File: src/hw/rtl/kcbm_pkg.sv
// kcbm_pkg.sv - types and fixed field widths of the key chord binding matcher.
// No dependencies; used by the top level and the checker.
package kcbm_pkg;

    // Fixed payload field widths
    localparam int SLOT_FIELD_W = 5;
    localparam int STEP_FIELD_W = 2;
    localparam int KEY_FIELD_W  = 8;
    localparam int MOD_W        = 4;
    localparam int TOTAL_W      = 3;
    localparam int CMD_W        = 8;
    localparam int LEVEL_W      = 2;

    typedef enum logic [1:0] {
        OP_KEY  = 2'd0,
        OP_STEP = 2'd1,
        OP_HDR  = 2'd2,
        OP_RST  = 2'd3
    } t_op;

    typedef enum logic [1:0] {
        ST_IDLE,
        ST_SCAN,
        ST_FIN
    } t_state;

    typedef struct packed {
        t_op                      operation;
        logic [SLOT_FIELD_W-1:0]  binding_slot;
        logic [STEP_FIELD_W-1:0]  step_slot;
        logic [KEY_FIELD_W-1:0]   key_code;
        logic [MOD_W-1:0]         modifier_bits;
        logic [TOTAL_W-1:0]       step_total;
        logic [CMD_W-1:0]         command_in;
    } t_in;

    typedef struct packed {
        logic                     fired;
        logic [CMD_W-1:0]         command_out;
        logic [SLOT_FIELD_W-1:0]  fired_slot;
        logic                     chord_pending;
        logic [LEVEL_W-1:0]       chord_level;
    } t_out;

endpackage

File: src/hw/rtl/kcbm_ram.sv
// kcbm_ram.sv - generic single-write, single-read RAM with registered read.
// No dependencies; used by the chord matcher top level.
module kcbm_ram #(
    parameter int WIDTH = 8,
    parameter int DEPTH = 32
) (
    input  logic                                  i_clk,
    input  logic                                  i_we,
    input  logic [((DEPTH > 1) ? $clog2(DEPTH) : 1)-1:0] i_waddr,
    input  logic [WIDTH-1:0]                      i_wdata,
    input  logic [((DEPTH > 1) ? $clog2(DEPTH) : 1)-1:0] i_raddr,
    output logic [WIDTH-1:0]                      o_rdata
);

    logic [WIDTH-1:0] r_mem [DEPTH];

    always_ff @(posedge i_clk) begin
        if (i_we) begin
            r_mem[i_waddr] <= i_wdata;
        end
        o_rdata <= r_mem[i_raddr];
    end

endmodule

File: src/hw/rtl/key_chord_binding_matcher_top.sv
// key_chord_binding_matcher_top.sv - multi-key chord shortcut matcher.
// Depends on kcbm_pkg (types) and kcbm_ram (step table, header table).
//
// Usage:
//   Input channel (i_in_valid / o_in_ready, payload i_in) carries keystrokes,
//   binding step writes, binding header writes and reset-chord requests.
//   Output channel (o_out_valid / i_out_ready, payload o_out) returns exactly
//   one result per input transfer, in order.
//   A keystroke walks the binding table one binding per cycle through a
//   shared compare unit fed by the registered-read tables; after the scan
//   state, the settle state loads the result into the output register and
//   returns to idle, where the next item is taken.
//   Table writes and reset-chord go from idle straight to the settle state.
//   The block takes one item at a time; o_in_ready is high only when idle.
//   The result sits in an output register, so the next item is accepted while
//   a result waits; if the receiver stalls, a second result holds in the
//   settle state until the output register frees up.
//   Reset (synchronous, active low) disables all bindings and clears the chord.
//   Step keys and commands read as undefined until written.
module key_chord_binding_matcher_top
    import kcbm_pkg::*;
#(
    parameter int NUM_BINDINGS = 32,
    parameter int MAX_STEPS    = 4,
    parameter int KEY_BITS     = 8
) (
    input  logic i_clk,
    input  logic i_rst_n,
    input  logic i_in_valid,
    output logic o_in_ready,
    input  t_in  i_in,
    output logic o_out_valid,
    input  logic i_out_ready,
    output t_out o_out
);

    localparam int SLOT_W   = (NUM_BINDINGS > 1) ? $clog2(NUM_BINDINGS) : 1;
    localparam int CNT_W    = $clog2(NUM_BINDINGS + 1);
    localparam int DEP_W    = (MAX_STEPS > 1) ? $clog2(MAX_STEPS) : 1;
    localparam int LEN_W    = $clog2(MAX_STEPS + 1);
    localparam int STEP_DEPTH = NUM_BINDINGS * MAX_STEPS;
    localparam int STEP_AW  = (STEP_DEPTH > 1) ? $clog2(STEP_DEPTH) : 1;
    localparam int PROBE_W  = KEY_BITS + MOD_W;
    localparam int HDR_W    = LEN_W + CMD_W;

    // Control state
    t_state                  r_state, n_state;
    logic [CNT_W-1:0]        r_idx;
    logic                    r_rd_vld;
    logic [SLOT_W-1:0]       r_rd_idx;
    logic                    r_is_key;
    logic [NUM_BINDINGS-1:0] r_hdr_valid;
    logic [NUM_BINDINGS-1:0] r_mask;
    logic [NUM_BINDINGS-1:0] r_next;
    logic                    r_pending;
    logic [DEP_W-1:0]        r_depth;
    logic                    r_any;
    logic                    r_hit_f;
    logic [SLOT_W-1:0]       r_hit_slot;
    logic [CMD_W-1:0]        r_hit_cmd;
    logic [PROBE_W-1:0]      r_probe;
    logic                    r_out_valid;
    t_out                    r_out;
    t_out                    n_out;

    // Handshake and sequencer strobes
    logic w_in_acc;
    logic w_out_free;
    logic w_issue;
    logic w_fin_go;

    // Table ports
    logic                w_step_we;
    logic [STEP_AW-1:0]  w_step_waddr;
    logic [STEP_AW-1:0]  w_step_raddr;
    logic [PROBE_W-1:0]  w_step_wdata;
    logic [PROBE_W-1:0]  w_step_rd;
    logic                w_hdr_we;
    logic [SLOT_W-1:0]   w_wslot;
    logic [LEN_W-1:0]    w_len_sat;
    logic [HDR_W-1:0]    w_hdr_rd;

    // Compare unit
    logic [LEN_W-1:0]    w_len;
    logic [LEN_W-1:0]    w_depth_ext;
    logic                w_cand;
    logic                w_match;
    logic                w_last;
    logic [KEY_BITS-1:0] w_key;

    assign w_in_acc   = i_in_valid && o_in_ready;
    assign w_out_free = !r_out_valid || i_out_ready;

    // Next state
    always_comb begin
        n_state = r_state;
        unique case (r_state)
            ST_IDLE: begin
                if (w_in_acc) begin
                    n_state = (i_in.operation == OP_KEY) ? ST_SCAN : ST_FIN;
                end
            end
            ST_SCAN: begin
                if (r_idx == CNT_W'(NUM_BINDINGS)) begin
                    n_state = ST_FIN;
                end
            end
            ST_FIN: begin
                if (w_out_free) begin
                    n_state = ST_IDLE;
                end
            end
            default: n_state = ST_IDLE;
        endcase
    end

    // Sequencer outputs
    always_comb begin
        o_in_ready = 1'b0;
        w_issue    = 1'b0;
        w_fin_go   = 1'b0;
        unique case (r_state)
            ST_IDLE: o_in_ready = 1'b1;
            ST_SCAN: w_issue    = (r_idx != CNT_W'(NUM_BINDINGS));
            ST_FIN:  w_fin_go   = w_out_free;
            default: o_in_ready = 1'b0;
        endcase
    end

    // Table write side, straight from the accepted item
    assign w_key        = KEY_BITS'(i_in.key_code);
    assign w_step_wdata = {i_in.modifier_bits, w_key};
    assign w_wslot      = SLOT_W'(i_in.binding_slot);
    assign w_step_waddr = STEP_AW'(int'(i_in.binding_slot) * MAX_STEPS
                                   + int'(i_in.step_slot));
    assign w_step_we    = w_in_acc && (i_in.operation == OP_STEP)
                          && (int'(i_in.binding_slot) < NUM_BINDINGS)
                          && (int'(i_in.step_slot) < MAX_STEPS);
    assign w_hdr_we     = w_in_acc && (i_in.operation == OP_HDR)
                          && (int'(i_in.binding_slot) < NUM_BINDINGS);
    // step count saturates at the table's step capacity
    assign w_len_sat    = (int'(i_in.step_total) > MAX_STEPS) ? LEN_W'(MAX_STEPS)
                                                              : LEN_W'(i_in.step_total);

    // Table read side: binding r_idx, step r_depth
    assign w_step_raddr = STEP_AW'(int'(r_idx[SLOT_W-1:0]) * MAX_STEPS + int'(r_depth));

    kcbm_ram #(
        .WIDTH (PROBE_W),
        .DEPTH (STEP_DEPTH)
    ) u_step_ram (
        .i_clk   (i_clk),
        .i_we    (w_step_we),
        .i_waddr (w_step_waddr),
        .i_wdata (w_step_wdata),
        .i_raddr (w_step_raddr),
        .o_rdata (w_step_rd)
    );

    kcbm_ram #(
        .WIDTH (HDR_W),
        .DEPTH (NUM_BINDINGS)
    ) u_hdr_ram (
        .i_clk   (i_clk),
        .i_we    (w_hdr_we),
        .i_waddr (w_wslot),
        .i_wdata ({w_len_sat, i_in.command_in}),
        .i_raddr (r_idx[SLOT_W-1:0]),
        .o_rdata (w_hdr_rd)
    );

    // Compare unit: one binding per cycle; unwritten headers read as disabled
    assign w_depth_ext = LEN_W'(r_depth);
    assign w_len       = r_hdr_valid[r_rd_idx] ? w_hdr_rd[HDR_W-1:CMD_W] : '0;
    assign w_cand      = !r_pending || r_mask[r_rd_idx];
    assign w_match     = r_rd_vld && w_cand && (w_depth_ext < w_len)
                         && (w_step_rd == r_probe);
    assign w_last      = (w_len == w_depth_ext + LEN_W'(1));

    // Sequencer and chord state
    always_ff @(posedge i_clk) begin
        if (!i_rst_n) begin
            r_state     <= ST_IDLE;
            r_idx       <= '0;
            r_rd_vld    <= 1'b0;
            r_is_key    <= 1'b0;
            r_hdr_valid <= '0;
            r_mask      <= '0;
            r_next      <= '0;
            r_pending   <= 1'b0;
            r_depth     <= '0;
            r_any       <= 1'b0;
            r_hit_f     <= 1'b0;
            r_out_valid <= 1'b0;
        end else begin
            r_state  <= n_state;
            r_rd_vld <= w_issue;

            // item transfer: arm the scan
            if (w_in_acc) begin
                r_idx    <= '0;
                r_is_key <= (i_in.operation == OP_KEY);
                r_next   <= '0;
                r_any    <= 1'b0;
                r_hit_f  <= 1'b0;
            end else if (w_issue) begin
                r_idx <= r_idx + CNT_W'(1);
            end

            if (w_hdr_we) begin
                r_hdr_valid[w_wslot] <= 1'b1;
            end

            // record matches; the first completing binding wins
            if (w_match) begin
                r_next[r_rd_idx] <= 1'b1;
                r_any            <= 1'b1;
                if (!r_hit_f && w_last) begin
                    r_hit_f <= 1'b1;
                end
            end

            // settle: update the chord
            if (w_fin_go) begin
                if (r_is_key && !r_hit_f && r_any) begin
                    r_mask    <= r_next;
                    r_pending <= 1'b1;
                    r_depth   <= r_depth + DEP_W'(1);
                end else begin
                    r_mask    <= '0;
                    r_pending <= 1'b0;
                    r_depth   <= '0;
                end
            end

            // output register
            if (w_fin_go) begin
                r_out_valid <= 1'b1;
            end else if (i_out_ready) begin
                r_out_valid <= 1'b0;
            end
        end
    end

    // Result of the finished item
    always_comb begin
        n_out = '0;
        if (r_is_key && r_hit_f) begin
            n_out.fired       = 1'b1;
            n_out.command_out = r_hit_cmd;
            n_out.fired_slot  = SLOT_FIELD_W'(r_hit_slot);
        end else if (r_is_key && r_any) begin
            n_out.chord_pending = 1'b1;
            n_out.chord_level   = LEVEL_W'(r_depth + DEP_W'(1));
        end
    end

    // Payload registers
    always_ff @(posedge i_clk) begin
        // binding whose table data arrives next cycle
        r_rd_idx <= r_idx[SLOT_W-1:0];
        if (w_in_acc) begin
            r_probe <= {i_in.modifier_bits, w_key};
        end
        if (w_match && !r_hit_f && w_last) begin
            r_hit_slot <= r_rd_idx;
            r_hit_cmd  <= w_hdr_rd[CMD_W-1:0];
        end
        if (w_fin_go) begin
            r_out <= n_out;
        end
    end

    assign o_out_valid = r_out_valid;
    assign o_out       = r_out;

endmodule

File: config.mk
export PLATFORM = sky130hd
export DESIGN_NAME = key_chord_binding_matcher_top
export DESIGN_NICKNAME = d
export VERILOG_FILES = /design/src/hw/rtl/kcbm_pkg.sv /design/src/hw/rtl/kcbm_ram.sv /design/src/hw/rtl/key_chord_binding_matcher_top.sv
export SDC_FILE = /design/constraint.sdc
export NUM_CORES = 2
export LEC_CHECK = 0
export BUFFER_PORTS_ARGS = -buffer_cell sky130_fd_sc_hd__buf_2
export CAP_MARGIN = 5
export CORE_MARGIN = 4
export CORE_UTILIZATION = 55
export CTS_BUF_LIST = sky130_fd_sc_hd__clkbuf_8 sky130_fd_sc_hd__clkbuf_16
export DETAILED_ROUTE_END_ITERATION = 8
export PLACE_DENSITY = 0.83
export REMOVE_ABC_BUFFERS = 1
export SETUP_SLACK_MARGIN = 0.05
export SLEW_MARGIN = 5
export SYNTH_ARGS = -nofsm -noshare
export SYNTH_HDL_FRONTEND = slang
export SYNTH_SLANG_ARGS = --single-unit
File: constraint.sdc
create_clock -name i_clk -period 5.3 [get_ports i_clk]
set_input_delay 0.53 -clock i_clk [delete_from_list [all_inputs] [get_ports i_clk]]
set_output_delay 0.53 -clock i_clk [all_outputs]
set_load 0.005 [all_outputs]
Word-level counts from Yosys, hierarchy flattened --
Memories as Yosys holds them, arrays and structs flattened. A register that Yosys moved wholly into a read port is not among the register bits. Index checks and enable logic that the tools add are counted. Widths: inputs -> output; s select.
Word-level totals: register bits after elaboration 159, RAM bits 1888, output and inout bits 19, word-level logic and storage cells 113, memories 2
Memory list:
- u_step_ram.r_mem | words 128, bits a word 12, rd ports 1, clocked after memory_dff 1, write ports 1, line kcbm_ram.sv:15 | logic [WIDTH-1:0] r_mem [DEPTH];
- u_hdr_ram.r_mem | words 32, bits a word 11, rd ports 1, clocked after memory_dff 1, write ports 1, line kcbm_ram.sv:15
Cells by class: add/subtract/negate cells 5, magnitude comparators 6, equality and inequality tests 11, muxes and demuxes 37, bitwise gates (word level) 4, reductions and logical operators 27
Operators with widths (count):
- $mux 32 | 4
- $or 32x32->32 | 2
- $mux 1 | 19
- $logic_and 1x1->1 | 15
- $add 7x2->7 | 2
- $mux 14 | 1
- $eq 12x12->1 | 1
- $lt 5x6->1 const B | 2
- $bmux 1 s5 | 2
- $demux 1 s5 | 2
- $ge 5x1->1 const B | 2
- $mux 2 | 5
- $mux 3 | 3
- $add 6x1->6 const B | 1
- $eq 6x6->1 const B | 1
- $ne 2x2->1 const B | 3
- $ne 6x6->1 const B | 1
- $pmux 2 s3 | 1
- $eq 2x1->1 const B | 2
- $eq 2x2->1 const B | 2
- $logic_not 2->1 | 2
- $reduce_bool 2->1 | 2
- $reduce_or 2->1 | 2
- $add 2x1->3 const B | 1
- other kinds (8) | 12

Depth between registers and ports, before layout --
depth in word-level cells 8, mapped depth 14, mapped depth without buffers 11

By module --
From an unflattened synthesis, not the netlist that was laid out.
Second synthesis, totals: cell total of the unflattened synthesis 3801, area, all modules 80083.1 um^2
Modules (own cells, without submodules):
- kcbm_ram at u_step_ram | instances 1, cells each 2362, area an instance 59128.0 um^2
- kcbm_ram at u_hdr_ram | instances 1, cells each 801, area an instance 14199.9 um^2
- key_chord_binding_matcher_top | instances 1, cells each 638, area an instance 6755.2 um^2

Worst setup path before layout --
OpenSTA, ideal clock, no wires.
path kind reg-to-reg, start reg r_rd_idx[0], end reg r_hit_cmd[0] (enable), setup time 0.400 ns, data arrival time 3.244 ns, data required time 4.900 ns, slack 1.656 ns, stages on the path, launching flop included 14, buffers on the path 3, path through dfxtp_1 -> buf_2 -> buf_2 -> buf_2 -> nand3_1 -> o221ai_1 -> a22oi_1 -> a21boi_1 -> inv_1 -> ha_1 -> a21oi_1 -> nand2b_1 -> o22a_1 -> nor3_1
On the way: cells in the longest elaborated chain, start to end 8, elaborated cells between the ends (all ways) 13, classes of those cells 1 x order compare; 1 x eq/ne; 5 x mux; 6 x reduce/logical
RTL lines:
- from (decl) | line key_chord_binding_matcher_top.sv:50 | logic [SLOT_W-1:0] r_rd_idx;
- from (signal assigned) | line key_chord_binding_matcher_top.sv:261 | r_rd_idx <= r_idx[SLOT_W-1:0];
- $bmux 1 s5 (on tied branches) | line key_chord_binding_matcher_top.sv:174, key_chord_binding_matcher_top.sv:175
- $mux 1 (on tied branches) | line key_chord_binding_matcher_top.sv:174, key_chord_binding_matcher_top.sv:175
- $mux 3 / $logic_or 1x1->1 (equally long branches) | line key_chord_binding_matcher_top.sv:174, key_chord_binding_matcher_top.sv:175
- $lt 2x3->1 / $logic_and 1x1->1 (equally long branches) | line key_chord_binding_matcher_top.sv:176 | assign w_match = r_rd_vld && w_cand && (w_depth_ext < w_len)
- $logic_and 1x1->1 | line key_chord_binding_matcher_top.sv:176
- $logic_and 1x1->1 | line key_chord_binding_matcher_top.sv:177 | && (w_step_rd == r_probe);
- $logic_and 1x1->1 | line key_chord_binding_matcher_top.sv:265 | if (w_match && !r_hit_f && w_last) begin
- $logic_and 1x1->1 (*) | line key_chord_binding_matcher_top.sv:265
- to (signal assigned) | line key_chord_binding_matcher_top.sv:267 | r_hit_cmd <= w_hdr_rd[CMD_W-1:0];
- to (decl) | line key_chord_binding_matcher_top.sv:60 | logic [CMD_W-1:0] r_hit_cmd;
Every way passes the cells marked *; elsewhere a longest branch is shown, timed or not. The select of a mux whose other input is x is not followed. A chain may end at the register's enable or synchronous reset.

Worst setup path in the final report --
start reg r_rd_idx[0], end reg r_hit_cmd[3] (enable)
Same word-level chain as after synthesis.

==> impl_results.md <==
* Port bufs at 54
* Global route overflow at 0
* Clk buf depth at 3
* Synth Area in Adders at 0.0791%
* Distinct cell type count after synthesis at 51
* Dpl hpwl at 108000 um
* Syn. warnings at 0
* Synth Flop Type: edfxtp_1
* Metal2 WL at 95900 um
* Min Tclk post-route at 4200 ps
* Worst setup EP type: flip-flop
* Routability congestion estimate at 0.863
* Post-synthesis simple-gate area fraction at 2.28%
* Setup Viol. Count Final at 0
* Worst Hold Margin at 237 ps
* Fmax at 0.238 GHz
* P_leak at 27.1 nW
* Die Y at 387 um
* CP max-delay cell: dfxtp_1
* Root Buffer: clkbuf_16
* Post-synthesis instance total at 3531
* CTS tree: built
* Fin crit share at 79.3%
* Site Rows at 138
* Post-Route WL at 196000 um
* Cell Area, Synth at 0.0791 sq mm
* Final instance area at 0.0886 sq mm
* Pwr Density at 360 mW/mm^2
* Asr flop ratio synth at 0%
* WL per Instance at 33.7 um
* Mux contribution to synthesized area at 18.0%
* DP Area at 0.0825 sq mm
* Seq/Total Area, Yosys at 76.8%
* Initial DRC count at 6452
* Slew Limit Fails at 0
* Setup tns final at 0 ps
* Fraction of layout cells with a size suffix above 1 at 29.1%
* Post-CTS setup buffers at 0
* Compound-Gate Fraction of Synth Area at 1.50%
* DRT Pass-1 Iters at 6
* Worst path buffer plus inverter count at 1
* Clk sinks at 2070
* Starting Density at 55.6%
* WL met3 at 22400 um
* Nets at 3795
* Clk slew on worst S/H paths at 70 ps
* Global-route wire length before repair at 287000 um
* Crit path DAT at 4630 ps
* Average via count per standard cell at 6.77
* Pin count of the biggest net entering global routing at 94
* Relative slew slack at 14.3%
* Max cap viols at 0
* Max layer used: met5
* XOR/XNOR Fraction of Synth Area at 0.177%
* Clock buffer count from CTS at 190
* Clock Latency Late Sink at 830 ps
* Post-layout util at 62.3%
* CP Class: reg2reg
* Routed vias at 39300
* Core area at 0.142 sq mm
* Startpoint Class: flip-flop
* Max H-tree Level at 4
* Boundary Pins at 55
* Final hold violation count at 0
* Residual DRC at 0
* WL met1 at 68400 um
* Layout area overhead at 12.0%
* Status: finished, final reports clean
* CP delay by family, top: simple AND/OR/NAND/NOR gates
* Unrepaired setup endpoints after global routing: false
* Largest family of logic cells by synthesized area: multiplexers
* Fin Clk Skew at 32.6 ps
* Crit path max fanout at 27
* Post-synth EDFFs at 1930
* CP cell instances: or3b_2, o221ai_1, a22oi_1, a21boi_1, inv_1, ha_1, a21oi_1, nand2b_1, o22a_1, nor3_2
* Post-CTS sizing at 0
* Peak VDD IR at 0.000396 V
* Avg Cell Area, Syn at 22.4 sq um
* Worst-Margin Slew at 1280 ps
* Die ar. at 0.150 sq mm
* Vias in the first global route at 39800
* Final Power at 31.9 mW
* DRT antenna net count at 0
* Slowest stage delay, CP at 970 ps
* Synth Register Bits at 2070
* Total GRT Usage at 26.3%
* Hold Crit Class: in2reg
* Initial antenna violation count at 8
* Die Width at 387 um
* Cts hold-fix bufs at 0
* CP required at 5720 ps
==> logic make-up (layout without fill, tap and decap cells) <==
logic type / Yosys count / in the layout
XOR/XNOR: 16 / 16
other: 0 / 3
AO/OA/AOI/OAI: 160 / 160
buffers and inverters: 214 / 596
AND/OR/NAND/NOR: 404 / 404
flip-flops: 2070 / 2070
multiplexers: 662 / 662
adder cells (fa/ha/maj): 5 / 5
==> final timing paths <==
kind                              to  cells after the start  slack, ps                  from
max                     r_hit_cmd[3]                     10       1100           r_rd_idx[0]
max reg2reg             r_hit_cmd[3]                     10       1100           r_rd_idx[0]
min reg2reg             r_hit_cmd[2]                      0        410  u_hdr_ram.o_rdata[2]
min          u_step_ram.r_mem[80][7]                      1        240              i_in[22]
==> sequential cells by signal, indices dropped and copies added, names as in the netlist, 11 cells and up <==
register            flops
u_hdr_ram.r_mem       352
u_step_ram.r_mem     1536
r_probe                12
r_hdr_valid            32
r_mask                 32
u_hdr_ram.o_rdata      11
u_step_ram.o_rdata     12
r_next                 32
o_out                  17
==> per-stage QoR <==
step	setup slack, ps	instances
2_1_floorplan	-13110	3330
4_1_cts	1100	5802
6_report	1100	5806
3_3_place_gp	1160	5451
5_1_grt	712	5803
3_5_place_dp	1120	5451
==> cell usage in the layout, fill, tap and decap left out, types with 10 or more instances in the layout <==
cell type  instances
o21a_1            41
buf_12            17
inv_1             61
bufinv_16         15
buf_4            173
nor2_1           217
nand3_1           18
o221ai_1          10
mux2_2            11
mux2i_1           46
mux4_2           605
nand2_1           78
clkbuf_16        194
dfxtp_1          133
o31ai_1           32
nand3b_1          12
nor2b_1           11
clkinv_1          35
buf_2             42
clkinv_2          25
xor2_1            14
a22oi_1           43
edfxtp_1        1930
and3_1            13
==> area by class of cell <==
cell class	instances	area (sq um)
Sequential cell	2070	60800
Fill cell	8885	53700
Clock inverter	148	1160
Timing Repair Buffer	232	1850
Clock buffer	203	4980
Inverter	13	53.8
Tap cell	1890	2360
Antenna cell	3	7.51
Multi-Input combinational cell	1247	17400
==> routing by layer <==
layer,vias up,global-route usage (%)
li1,15300,-
met1,20500,36.0
met2,3058,41.7
met3,517,5.98
met4,4,11.0
met5,-,0
==> cells in the mapped netlist, types with 2 or more instances <==
| cell type | count | area [sq um] |
|---|---|---|
| o21a_1 | 41 | 308 |
| or2_2 | 2 | 12.5 |
| a21oi_1 | 8 | 40.0 |
| o21ai_1 | 6 | 30.0 |
| nor2b_1 | 13 | 81.3 |
| xor2_1 | 14 | 123 |
| a211oi_1 | 3 | 22.5 |
| clkbuf_1 | 105 | 394 |
| and2_1 | 8 | 50.1 |
| a22oi_1 | 43 | 323 |
| nand3_1 | 18 | 90.1 |
| or3_1 | 7 | 43.8 |
| nand3b_1 | 12 | 90.1 |
| a22o_1 | 4 | 35.0 |
| o21ai_0 | 3 | 15.0 |
| or3b_1 | 3 | 26.3 |
| o221ai_1 | 10 | 87.6 |
| edfxtp_1 | 1930 | 58000 |
| buf_2 | 57 | 285 |
| inv_1 | 11 | 41.3 |
| nand2_1 | 78 | 293 |
| nor4_1 | 3 | 18.8 |
| and3_1 | 13 | 81.3 |
| nor3_1 | 6 | 30.0 |
| nand2b_1 | 7 | 43.8 |
| nor4b_1 | 3 | 26.3 |
| mux2i_1 | 46 | 460 |
| buf_1 | 24 | 90.1 |
| nand4_1 | 2 | 12.5 |
| mux2_2 | 11 | 124 |
| clkinv_1 | 2 | 7.51 |
| mux4_2 | 605 | 13600 |
| ha_1 | 5 | 62.6 |
| xnor2_1 | 2 | 17.5 |
| o31ai_1 | 32 | 240 |
| dfxtp_1 | 140 | 2800 |
| nor2_1 | 220 | 826 |
| and4b_1 | 2 | 20.0 |
| buf_6 | 6 | 67.6 |
| buf_4 | 9 | 67.6 |
| a21boi_1 | 2 | 15.0 |
| o22a_1 | 2 | 17.5 |
| or3b_2 | 5 | 43.8 |
==> report_power, final <==
group	leakage (nW)	switching, mW	internal, mW	total (mW)
Combinational	5.38	0.423	0.0939	0.517
Clock	3.19	6.02	7.51	13.5
Sequential	18.5	0.0171	17.9	17.9
Note: power is estimated with default switching activity, not from simulation.
